`src/sv/chsc_pkg.sv`:
```
package chsc_pkg;

	// ADC range and hit length limits
	localparam int unsigned ADC_FULL    = 1024;
	localparam int unsigned MAX_SAMPLES = 32;

	// Field and register widths
	localparam int unsigned CellW  = 64;
	localparam int unsigned AdcW   = 10;
	localparam int unsigned ToaW   = 10;
	localparam int unsigned StampW = 16;
	localparam int unsigned FbW    = 48;
	localparam int unsigned CoefW  = 32;
	localparam int unsigned AmpW   = 20;
	localparam int unsigned HitTW  = 32;
	localparam int unsigned CntW   = 6;
	localparam int unsigned CfgIdxW  = 3;
	localparam int unsigned CfgDataW = 32;

	// Configuration register indexes
	localparam logic [CfgIdxW-1:0] RegDualGain   = 3'd0;
	localparam logic [CfgIdxW-1:0] RegCoefSingle = 3'd1;
	localparam logic [CfgIdxW-1:0] RegCoefHigh   = 3'd2;
	localparam logic [CfgIdxW-1:0] RegCoefLow    = 3'd3;
	localparam logic [CfgIdxW-1:0] RegPedestal   = 3'd4;
	localparam logic [CfgIdxW-1:0] RegAmpMax     = 3'd5;
	localparam logic [CfgIdxW-1:0] RegToaLsb     = 3'd6;
	localparam logic [CfgIdxW-1:0] RegWindow     = 3'd7;

endpackage

```
`src/sv/chsc_in_if.sv`:
```
interface chsc_in_if;
	import chsc_pkg::*;

	logic                     valid;
	logic                     ready;
	logic [CellW-1:0]         cell_id;
	logic [AdcW-1:0]          main_adc;
	logic [AdcW-1:0]          low_gain_adc;
	logic [ToaW-1:0]          arrival;
	logic [ToaW-1:0]          hit_phase;
	logic [StampW-1:0]        hit_stamp;
	logic signed [FbW-1:0]    fallback_time;
	logic                     last_sample;

	modport source (
		output valid, cell_id, main_adc, low_gain_adc, arrival, hit_phase,
			hit_stamp, fallback_time, last_sample,
		input  ready
	);

	modport sink (
		input  valid, cell_id, main_adc, low_gain_adc, arrival, hit_phase,
			hit_stamp, fallback_time, last_sample,
		output ready
	);

endinterface

```
`src/sv/chsc_out_if.sv`:
```
interface chsc_out_if;
	import chsc_pkg::*;

	logic             valid;
	logic             ready;
	logic [CellW-1:0] out_cell_id;
	logic [AmpW-1:0]  amplitude;
	logic [HitTW-1:0] hit_time;

	modport source (
		output valid, out_cell_id, amplitude, hit_time,
		input  ready
	);

	modport sink (
		input  valid, out_cell_id, amplitude, hit_time,
		output ready
	);

endinterface

```
`src/sv/calorimeter_hit_sample_combiner_unit.sv`:
```
// Combines the readout samples of one channel hit into a single result. One
// sample transaction is taken every clock; samples are scaled by the configured
// Q16.16 gain coefficient and summed, and the first sample with a nonzero
// arrival count fixes the hit time, else the last sample's fallback time does.
// The sample marked last closes the hit and yields one result transaction (cell
// id, rounded and clamped amplitude, rounded and saturated time) on the output.
// The datapath is a four-register pipeline: input register, product register
// (gain and time multipliers), hit accumulators with a closed-hit register, and
// the output register where rounding and clamping land. Every stage has its
// own ready, so samples keep flowing while a finished result waits to be taken;
// the input stalls only once the stages behind a pending result are full.
// Configuration registers are written through the plain write port and must
// only change while no hit is in flight.
module calorimeter_hit_sample_combiner_unit (
	input  logic                            clk,
	input  logic                            arst_n,
	input  logic                            cfg_wr_en,
	input  logic [chsc_pkg::CfgIdxW-1:0]    cfg_index,
	input  logic [chsc_pkg::CfgDataW-1:0]   cfg_data,
	chsc_in_if.sink                         hit_in,
	chsc_out_if.source                      hit_out
);
	import chsc_pkg::*;

	// Configuration registers
	logic             dual_gain_q;
	logic [CoefW-1:0] coef_single_q;
	logic [CoefW-1:0] coef_high_q;
	logic [CoefW-1:0] coef_low_q;
	logic [AmpW-1:0]  pedestal_q;
	logic [AmpW-1:0]  amp_max_q;
	logic [CoefW-1:0] toa_lsb_q;
	logic [CoefW-1:0] window_q;

	// Stage 1: accepted sample
	logic                  v_s1;
	logic [CellW-1:0]      cell_s1;
	logic [AdcW-1:0]       main_s1;
	logic [AdcW-1:0]       low_s1;
	logic [ToaW-1:0]       arr_s1;
	logic [ToaW-1:0]       phase_s1;
	logic [StampW-1:0]     stamp_s1;
	logic signed [FbW-1:0] fb_s1;
	logic                  last_s1;

	// Sample index within the hit, tracked as samples enter stage 2
	logic [CntW-1:0] cnt_q;

	// Stage 2: products
	logic                  v_s2;
	logic [CellW-1:0]      cell_s2;
	logic signed [FbW-1:0] fb_s2;
	logic                  last_s2;
	logic                  arr_nz_s2;
	logic [AdcW+CoefW-1:0] term_s2;
	logic signed [43:0]    tp1_s2;
	logic [48:0]           tp2_s2;

	// Hit accumulators
	logic [47:0]        energy_q;
	logic               found_q;
	logic signed [50:0] time_q;

	// Stage 3: closed hit
	logic               v_s3;
	logic [CellW-1:0]   cell_s3;
	logic [47:0]        sum_s3;
	logic signed [50:0] time_s3;

	// Output register
	logic             out_v_q;
	logic [CellW-1:0] out_cell_q;
	logic [AmpW-1:0]  out_amp_q;
	logic [HitTW-1:0] out_time_q;

	// Handshake between stages
	logic rdy_out, rdy3, rdy2, rdy1;
	logic fire12, fire2, fire3;

	assign rdy_out = !out_v_q || hit_out.ready;
	assign rdy3    = !v_s3 || rdy_out;
	// A non-last sample only folds into the accumulators, so it never waits
	assign rdy2    = !v_s2 || !last_s2 || rdy3;
	assign rdy1    = !v_s1 || rdy2;
	assign fire12  = v_s1 && rdy2;
	assign fire2   = v_s2 && (!last_s2 || rdy3);
	assign fire3   = v_s3 && rdy_out;

	assign hit_in.ready = rdy1;

	// Gain selection and products for stage 2
	logic [AdcW-1:0]       gain_adc;
	logic [CoefW-1:0]      gain_coef;
	logic [AdcW+CoefW-1:0] term_d;
	logic [ToaW:0]         dphase;
	logic signed [43:0]    tp1_d;
	logic [16:0]           widx;
	logic [48:0]           tp2_d;

	always_comb begin
		if (!dual_gain_q) begin
			gain_adc  = main_s1;
			gain_coef = coef_single_q;
		end else if ({7'b0, main_s1} < 17'(ADC_FULL - 1)) begin
			gain_adc  = main_s1;
			gain_coef = coef_high_q;
		end else begin
			gain_adc  = low_s1;
			gain_coef = coef_low_q;
		end
		term_d = {{CoefW{1'b0}}, gain_adc} * {{AdcW{1'b0}}, gain_coef};
		dphase = {1'b0, phase_s1} - {1'b0, arr_s1};
		tp1_d  = $signed({{33{dphase[ToaW]}}, dphase}) * $signed({12'b0, toa_lsb_q});
		widx   = {1'b0, stamp_s1} + {11'b0, cnt_q};
		tp2_d  = {32'b0, widx} * {17'b0, window_q};
	end

	// Accumulator next values for stage 2 leaving
	logic [48:0]        sum_ext;
	logic [47:0]        sum_nx;
	logic signed [50:0] tv;
	logic signed [50:0] time_close;

	always_comb begin
		sum_ext = {1'b0, energy_q} + {7'b0, term_s2};
		// saturate the energy sum rather than wrap
		sum_nx  = sum_ext[48] ? {48{1'b1}} : sum_ext[47:0];
		tv      = $signed({{7{tp1_s2[43]}}, tp1_s2}) + $signed({2'b0, tp2_s2});
		if (found_q) begin
			time_close = time_q;
		end else if (arr_nz_s2) begin
			time_close = tv;
		end else begin
			time_close = $signed({{3{fb_s2[FbW-1]}}, fb_s2});
		end
	end

	// Rounding and clamping for the output register
	logic [48:0]        amp_sum;
	logic [32:0]        amp_full;
	logic [AmpW-1:0]    amp_d;
	logic [50:0]        t_rnd;
	logic [34:0]        t_full;
	logic [HitTW-1:0]   time_d;

	always_comb begin
		amp_sum  = {13'b0, pedestal_q, 16'b0} + {1'b0, sum_s3} + 49'd32768;
		amp_full = amp_sum[48:16];
		amp_d    = (amp_full > {13'b0, amp_max_q}) ? amp_max_q : amp_full[AmpW-1:0];
		t_rnd    = {1'b0, time_s3[49:0]} + 51'd32768;
		t_full   = t_rnd[50:16];
		if (time_s3[50] || time_s3 == '0) begin
			// time at or below zero floors to zero
			time_d = '0;
		end else if (t_full[34:32] != 3'b0) begin
			time_d = {HitTW{1'b1}};
		end else begin
			time_d = t_full[HitTW-1:0];
		end
	end

	// Configuration write port
	always_ff @(posedge clk or negedge arst_n) begin
		if (!arst_n) begin
			dual_gain_q   <= 1'b0;
			coef_single_q <= 32'd65536;
			coef_high_q   <= 32'd65536;
			coef_low_q    <= 32'd65536;
			pedestal_q    <= '0;
			amp_max_q     <= 20'd4095;
			toa_lsb_q     <= 32'd65536;
			window_q      <= 32'd65536;
		end else if (cfg_wr_en) begin
			case (cfg_index)
				RegDualGain:   dual_gain_q   <= cfg_data[0];
				RegCoefSingle: coef_single_q <= cfg_data;
				RegCoefHigh:   coef_high_q   <= cfg_data;
				RegCoefLow:    coef_low_q    <= cfg_data;
				RegPedestal:   pedestal_q    <= cfg_data[AmpW-1:0];
				RegAmpMax:     amp_max_q     <= cfg_data[AmpW-1:0];
				RegToaLsb:     toa_lsb_q     <= cfg_data;
				RegWindow:     window_q      <= cfg_data;
				default: ;
			endcase
		end
	end

	// Control state: valids, sample index, accumulators
	always_ff @(posedge clk or negedge arst_n) begin
		if (!arst_n) begin
			v_s1     <= 1'b0;
			v_s2     <= 1'b0;
			v_s3     <= 1'b0;
			out_v_q  <= 1'b0;
			cnt_q    <= '0;
			energy_q <= '0;
			found_q  <= 1'b0;
			time_q   <= '0;
		end else begin
			if (rdy1) begin
				v_s1 <= hit_in.valid;
			end
			if (rdy2) begin
				v_s2 <= v_s1;
			end
			if (rdy3) begin
				v_s3 <= fire2 && last_s2;
			end
			if (rdy_out) begin
				out_v_q <= v_s3;
			end
			// advance the sample index, saturating on long hits
			if (fire12) begin
				if (last_s1) begin
					cnt_q <= '0;
				end else if (cnt_q < CntW'(MAX_SAMPLES)) begin
					cnt_q <= cnt_q + 1'b1;
				end
			end
			if (fire2) begin
				if (last_s2) begin
					energy_q <= '0;
					found_q  <= 1'b0;
					time_q   <= '0;
				end else begin
					energy_q <= sum_nx;
					if (!found_q && arr_nz_s2) begin
						time_q  <= tv;
						found_q <= 1'b1;
					end
				end
			end
		end
	end

	// Payload registers
	always_ff @(posedge clk) begin
		if (hit_in.valid && rdy1) begin
			cell_s1  <= hit_in.cell_id;
			main_s1  <= hit_in.main_adc;
			low_s1   <= hit_in.low_gain_adc;
			arr_s1   <= hit_in.arrival;
			phase_s1 <= hit_in.hit_phase;
			stamp_s1 <= hit_in.hit_stamp;
			fb_s1    <= hit_in.fallback_time;
			last_s1  <= hit_in.last_sample;
		end
		if (fire12) begin
			cell_s2   <= cell_s1;
			fb_s2     <= fb_s1;
			last_s2   <= last_s1;
			arr_nz_s2 <= (arr_s1 != '0);
			term_s2   <= term_d;
			tp1_s2    <= tp1_d;
			tp2_s2    <= tp2_d;
		end
		if (fire2 && last_s2) begin
			cell_s3 <= cell_s2;
			sum_s3  <= sum_nx;
			time_s3 <= time_close;
		end
		if (fire3) begin
			out_cell_q <= cell_s3;
			out_amp_q  <= amp_d;
			out_time_q <= time_d;
		end
	end

	assign hit_out.valid       = out_v_q;
	assign hit_out.out_cell_id = out_cell_q;
	assign hit_out.amplitude   = out_amp_q;
	assign hit_out.hit_time    = out_time_q;

endmodule
```
`src/flat_wrapper.sv`:
```
// flat-port wrapper written by rule: the top's interface ports become plain ports
module calorimeter_hit_sample_combiner_unit_flat import chsc_pkg::*;
  (clk, arst_n, cfg_wr_en, cfg_index, cfg_data, hit_in_valid, hit_in_cell_id, hit_in_main_adc, hit_in_low_gain_adc, hit_in_arrival, hit_in_hit_phase, hit_in_hit_stamp, hit_in_fallback_time, hit_in_last_sample, hit_in_ready, hit_out_valid, hit_out_out_cell_id, hit_out_amplitude, hit_out_hit_time, hit_out_ready);
  chsc_in_if hit_in_i ();
  chsc_out_if hit_out_i ();
  input  logic clk;
  input  logic arst_n;
  input  logic cfg_wr_en;
  input  logic [chsc_pkg::CfgIdxW-1:0] cfg_index;
  input  logic [chsc_pkg::CfgDataW-1:0] cfg_data;
  input wire logic [$bits(hit_in_i.valid)-1:0] hit_in_valid;
  input wire logic [$bits(hit_in_i.cell_id)-1:0] hit_in_cell_id;
  input wire logic [$bits(hit_in_i.main_adc)-1:0] hit_in_main_adc;
  input wire logic [$bits(hit_in_i.low_gain_adc)-1:0] hit_in_low_gain_adc;
  input wire logic [$bits(hit_in_i.arrival)-1:0] hit_in_arrival;
  input wire logic [$bits(hit_in_i.hit_phase)-1:0] hit_in_hit_phase;
  input wire logic [$bits(hit_in_i.hit_stamp)-1:0] hit_in_hit_stamp;
  input wire logic [$bits(hit_in_i.fallback_time)-1:0] hit_in_fallback_time;
  input wire logic [$bits(hit_in_i.last_sample)-1:0] hit_in_last_sample;
  output wire logic [$bits(hit_in_i.ready)-1:0] hit_in_ready;
  output wire logic [$bits(hit_out_i.valid)-1:0] hit_out_valid;
  output wire logic [$bits(hit_out_i.out_cell_id)-1:0] hit_out_out_cell_id;
  output wire logic [$bits(hit_out_i.amplitude)-1:0] hit_out_amplitude;
  output wire logic [$bits(hit_out_i.hit_time)-1:0] hit_out_hit_time;
  input wire logic [$bits(hit_out_i.ready)-1:0] hit_out_ready;
  assign hit_in_i.valid = hit_in_valid;
  assign hit_in_i.cell_id = hit_in_cell_id;
  assign hit_in_i.main_adc = hit_in_main_adc;
  assign hit_in_i.low_gain_adc = hit_in_low_gain_adc;
  assign hit_in_i.arrival = hit_in_arrival;
  assign hit_in_i.hit_phase = hit_in_hit_phase;
  assign hit_in_i.hit_stamp = hit_in_hit_stamp;
  assign hit_in_i.fallback_time = hit_in_fallback_time;
  assign hit_in_i.last_sample = hit_in_last_sample;
  assign hit_in_ready = hit_in_i.ready;
  assign hit_out_valid = hit_out_i.valid;
  assign hit_out_out_cell_id = hit_out_i.out_cell_id;
  assign hit_out_amplitude = hit_out_i.amplitude;
  assign hit_out_hit_time = hit_out_i.hit_time;
  assign hit_out_i.ready = hit_out_ready;
  calorimeter_hit_sample_combiner_unit u_core (.clk(clk), .arst_n(arst_n), .cfg_wr_en(cfg_wr_en), .cfg_index(cfg_index), .cfg_data(cfg_data), .hit_in(hit_in_i), .hit_out(hit_out_i));
endmodule
```
`config.mk`:
```
export PLATFORM = sky130hd
export DESIGN_NAME = calorimeter_hit_sample_combiner_unit_flat
export DESIGN_NICKNAME = d
export VERILOG_FILES = /design/src/sv/chsc_pkg.sv /design/src/sv/chsc_in_if.sv /design/src/sv/chsc_out_if.sv /design/src/sv/calorimeter_hit_sample_combiner_unit.sv /design/src/flat_wrapper.sv
export SDC_FILE = /design/constraint.sdc
export NUM_CORES = 2
export LEC_CHECK = 0
export BUFFER_PORTS_ARGS = -buffer_cell sky130_fd_sc_hd__buf_2
export CORE_ASPECT_RATIO = 0.8
export CORE_MARGIN = 2
export CORE_UTILIZATION = 64
export DETAILED_ROUTE_END_ITERATION = 6
export GPL_TIMING_DRIVEN = 0
export PLACE_DENSITY_LB_ADDON = 0.12
export SLEW_MARGIN = 5
export SYNTH_ARGS = -nofsm -noshare
export SYNTH_HDL_FRONTEND = slang
export SYNTH_SLANG_ARGS = --single-unit
```
`constraint.sdc`:
```
create_clock -name clk -period 10.01 [get_ports clk]
set_input_delay 0.5005 -clock clk [delete_from_list [all_inputs] [get_ports clk]]
set_output_delay 0.5005 -clock clk [all_outputs]
set_load 0.03 [all_outputs]
```
==> impl_results.md <==
- Vias in the first global route: about 60,000
- Worst EP required: approximately 10 ns
- Max FO, Critical Path: 10
- Syn Area/Cell: 10.8 um2
- GP Congestion: between 0.9 and 1
- Die Footprint: 129,000 um2
- Hold crit path type: input port to flop
- Worst path max stage delay: between 0.6 and 0.7 ns
- First-pass GRT wire length: between 300 and 400 mm
- Worst endpoint data arrival time: approximately 10 ns
- Die width: around 400 um
- RSZ-0062 raised after global routing: true
- Clock Latency Late Sink: 0.75 ns
- Area growth syn-to-layout: 11.7%
- Final ANT Viol Nets: 0
- Sequential area share after synthesis: 0.351
- Core area: around 120,000 um2
- Final Max Slew Viols: 0
- Root buffer cell: clkbuf_16
- Clock-pin slew on the worst setup and hold paths: 0.07 ns
- Iter 0 DRT Violations: 5,299
- Most common cell after layout, fill and taps aside: inv_1
- IO Port Bufs: approximately 320
- Fin. Hold Viols: 0
- Crit Path Category: flop to flop
- Dpl cell area: 84,600 um2
- Post-synthesis instance area: approximately 80,000 um2
- Post-synth EDFFs: slightly below 700
- Synth warn: 0
- Post-route cell area: roughly 90,000 um2
- Largest net degree at the start of global routing: 117
- Filler Cells Inserted: 8,971
- RR Startpoint: u_core.cnt_q[0]
- CP endpoint: u_core.tp2_s2[48]
- Clock tree buffer depth: 3
- Main synth FF type: edfxtp_1
- Max frequency: 104 MHz
- Slew @ Worst Pin: roughly 1.4 ns
- Final worst slack: 0.437 ns
- Setup TNS: 0 ns
- Nets: between 9,000 and 10,000
- Tot GR Track Use: 0.359
- Distinct cell type count after synthesis: 80
- CTS Buf Count: 98
- # Post-CTS Setup Buffers: 0
- Chip Height: approximately 320 um
- Syn Inst Count: about 7,500
- Min cycle time layout: about 9.6 ns
- Layout cells sized above 1: 0.102
- Post-DP HPWL: around 170 mm
- Reg-to-Reg End: u_core.tp2_s2[48]
- Max Clock Skew: ~0.047 ns
- CTS tree: done
- CP dominant cell by count: fa_1
- CP Launch Type: flop
- Grt ovf: 0
- Critical Path Sink Type: flop
- DRC: 0
- CTS sink cnt: 993
- Max H-tree Level: 3
- Avg Vias per Cell: about 6
- Post-synthesis async set-or-reset flop share: 0.313
- I/O pin cnt: between 300 and 400
- Initial antenna violation count: 15
- Cells on worst reg2reg path: 33
- FF+latch count, synth: roughly 1,000
- DR vias: approximately 58,000
- Final Cycle Share: 0.956
- Syn_nets: 9,110
- CP startpoint: u_core.cnt_q[0]
- Slowest CP cell: fa_1
- Pre-antenna DRT Iters: 6
- Max-cap violations: 0
- Relative max-transition margin: 0.0544
- Routed Wire Length: approximately 230 mm
- Worst hold slack: 0.144 ns
- Post-Place Worst Slack: -0.220 ns
- Worst R2R Setup Slack: 0.44 ns
- Outcome: complete, no violations
- Wire length per cell: 23.2 um
- Rows: 116
- Finish-stage setup viols: 0
- Most frequent cells in the layout: inv_1, fa_1, nand2_1
- Initial Utilization: 0.644
logic make-up after synthesis:
kind of cell / count (synthesis) / synth area share
and+or+nand+nor: 2032 / 0.118
AOI/OAI and AO/OA: 1001 / 0.0807
adders and majority gates: 1425 / 0.311
muxes: 311 / 0.0423
DFF: 993 / 0.351
buffers and inverters: 1452 / 0.0679
xor gates and xnor gates: 262 / 0.0285
critical path, delay by kind of cell, from the launching register on:
kind	cells	cell delay [ns]
AND/OR/NAND/NOR	6	1.51
AO/OA/AOI/OAI	11	2.30
buffers and inverters	5	0.62
adder cells (fa/ha/maj)	9	3.95
flip-flops	1	0.46
XOR/XNOR	2	0.49
per-layer routing:
layer | global-route usage | vias to the layer above | wire [um]
met3 | 0.0931 | 429 | 24800
met5 | 0 | - | 68
li1 | - | 25627 | -
met1 | 0.523 | 28924 | 96400
met2 | 0.530 | 2802 | 98800
met4 | 0.117 | 10 | 7890
synth_stat cells, types with 97 or more instances:
| cell | instances | share of area |
|---|---|---|
| a21o_1 | 181 | 0.017 |
| a21oi_1 | 300 | 0.019 |
| and2_1 | 346 | 0.027 |
| clkbuf_1 | 281 | 0.013 |
| dfrtp_1 | 294 | 0.091 |
| edfxtp_1 | 682 | 0.25 |
| fa_1 | 962 | 0.24 |
| ha_1 | 463 | 0.072 |
| inv_1 | 1143 | 0.053 |
| mux2_2 | 236 | 0.033 |
| nand2_1 | 929 | 0.043 |
| nor2_1 | 320 | 0.015 |
| o21ai_0 | 187 | 0.012 |
| xnor2_1 | 165 | 0.018 |
| xor2_1 | 97 | 0.011 |
cell type report:
cell class | instances | area (um2) | share of cell area
clock buffers | 128 | 2680 | 0.0298
repair buffers | 510 | 3720 | 0.0414
clock inverters | 56 | 737 | 0.00820
well taps | 1652 | 2070 | 0.0230
plain buffers | 308 | 1190 | 0.0133
multi-input cells | 5031 | 46900 | 0.521
inverters | 1144 | 4310 | 0.0479
diodes | 16 | 40.0 | 0.000445
flip-flops and latches | 993 | 28300 | 0.315
stage by stage:
step,instances,utilization
final,9838,0.719
after global routing,9822,0.719
after CTS,9822,0.719
after detailed placement,9467,0.677
after global placement,9452,0.674
after floorplan,7476,-
timing repair:
| item | CTS | global route |
|---|---|---|
| hold buffers | 171 | 0 |
| endpoints found under the setup margin | 3 | 10 |
| hold endpoints to repair | 266 | 0 |
| resized for setup | 12 | 29 |
state kept, by name, summed over array words and instances, names as in the netlist, 49 cells and up:
name and cells:
u_core.cell_s2 64, u_core.time_s3 51, u_core.tp2_s2 49, u_core.cell_s3 64
u_core.time_q 51, u_core.cell_s1 64, u_core.hit_out.out_cell_id 64
how the worst min path moves through the flow:
stage	start	endpoint	slack, ns	cells past startpoint
floorplan	arst_n	u_core.amp_max_q[12]	0.20	0
global placement	u_core.cell_s2[16]	u_core.cell_s3[16]	0.40	0
detailed placement	arst_n	u_core.amp_max_q[17]	0.30	1
CTS	cfg_data[28]	u_core.coef_low_q[28]	0.08	2
global route	cfg_data[28]	u_core.coef_single_q[28]	0.13	2
finish	cfg_data[28]	u_core.coef_low_q[28]	0.14	2
Power is left out: the tool's default activity adds up to more than one toggle a clock period on the data nets, which glitch-free logic cannot reach.
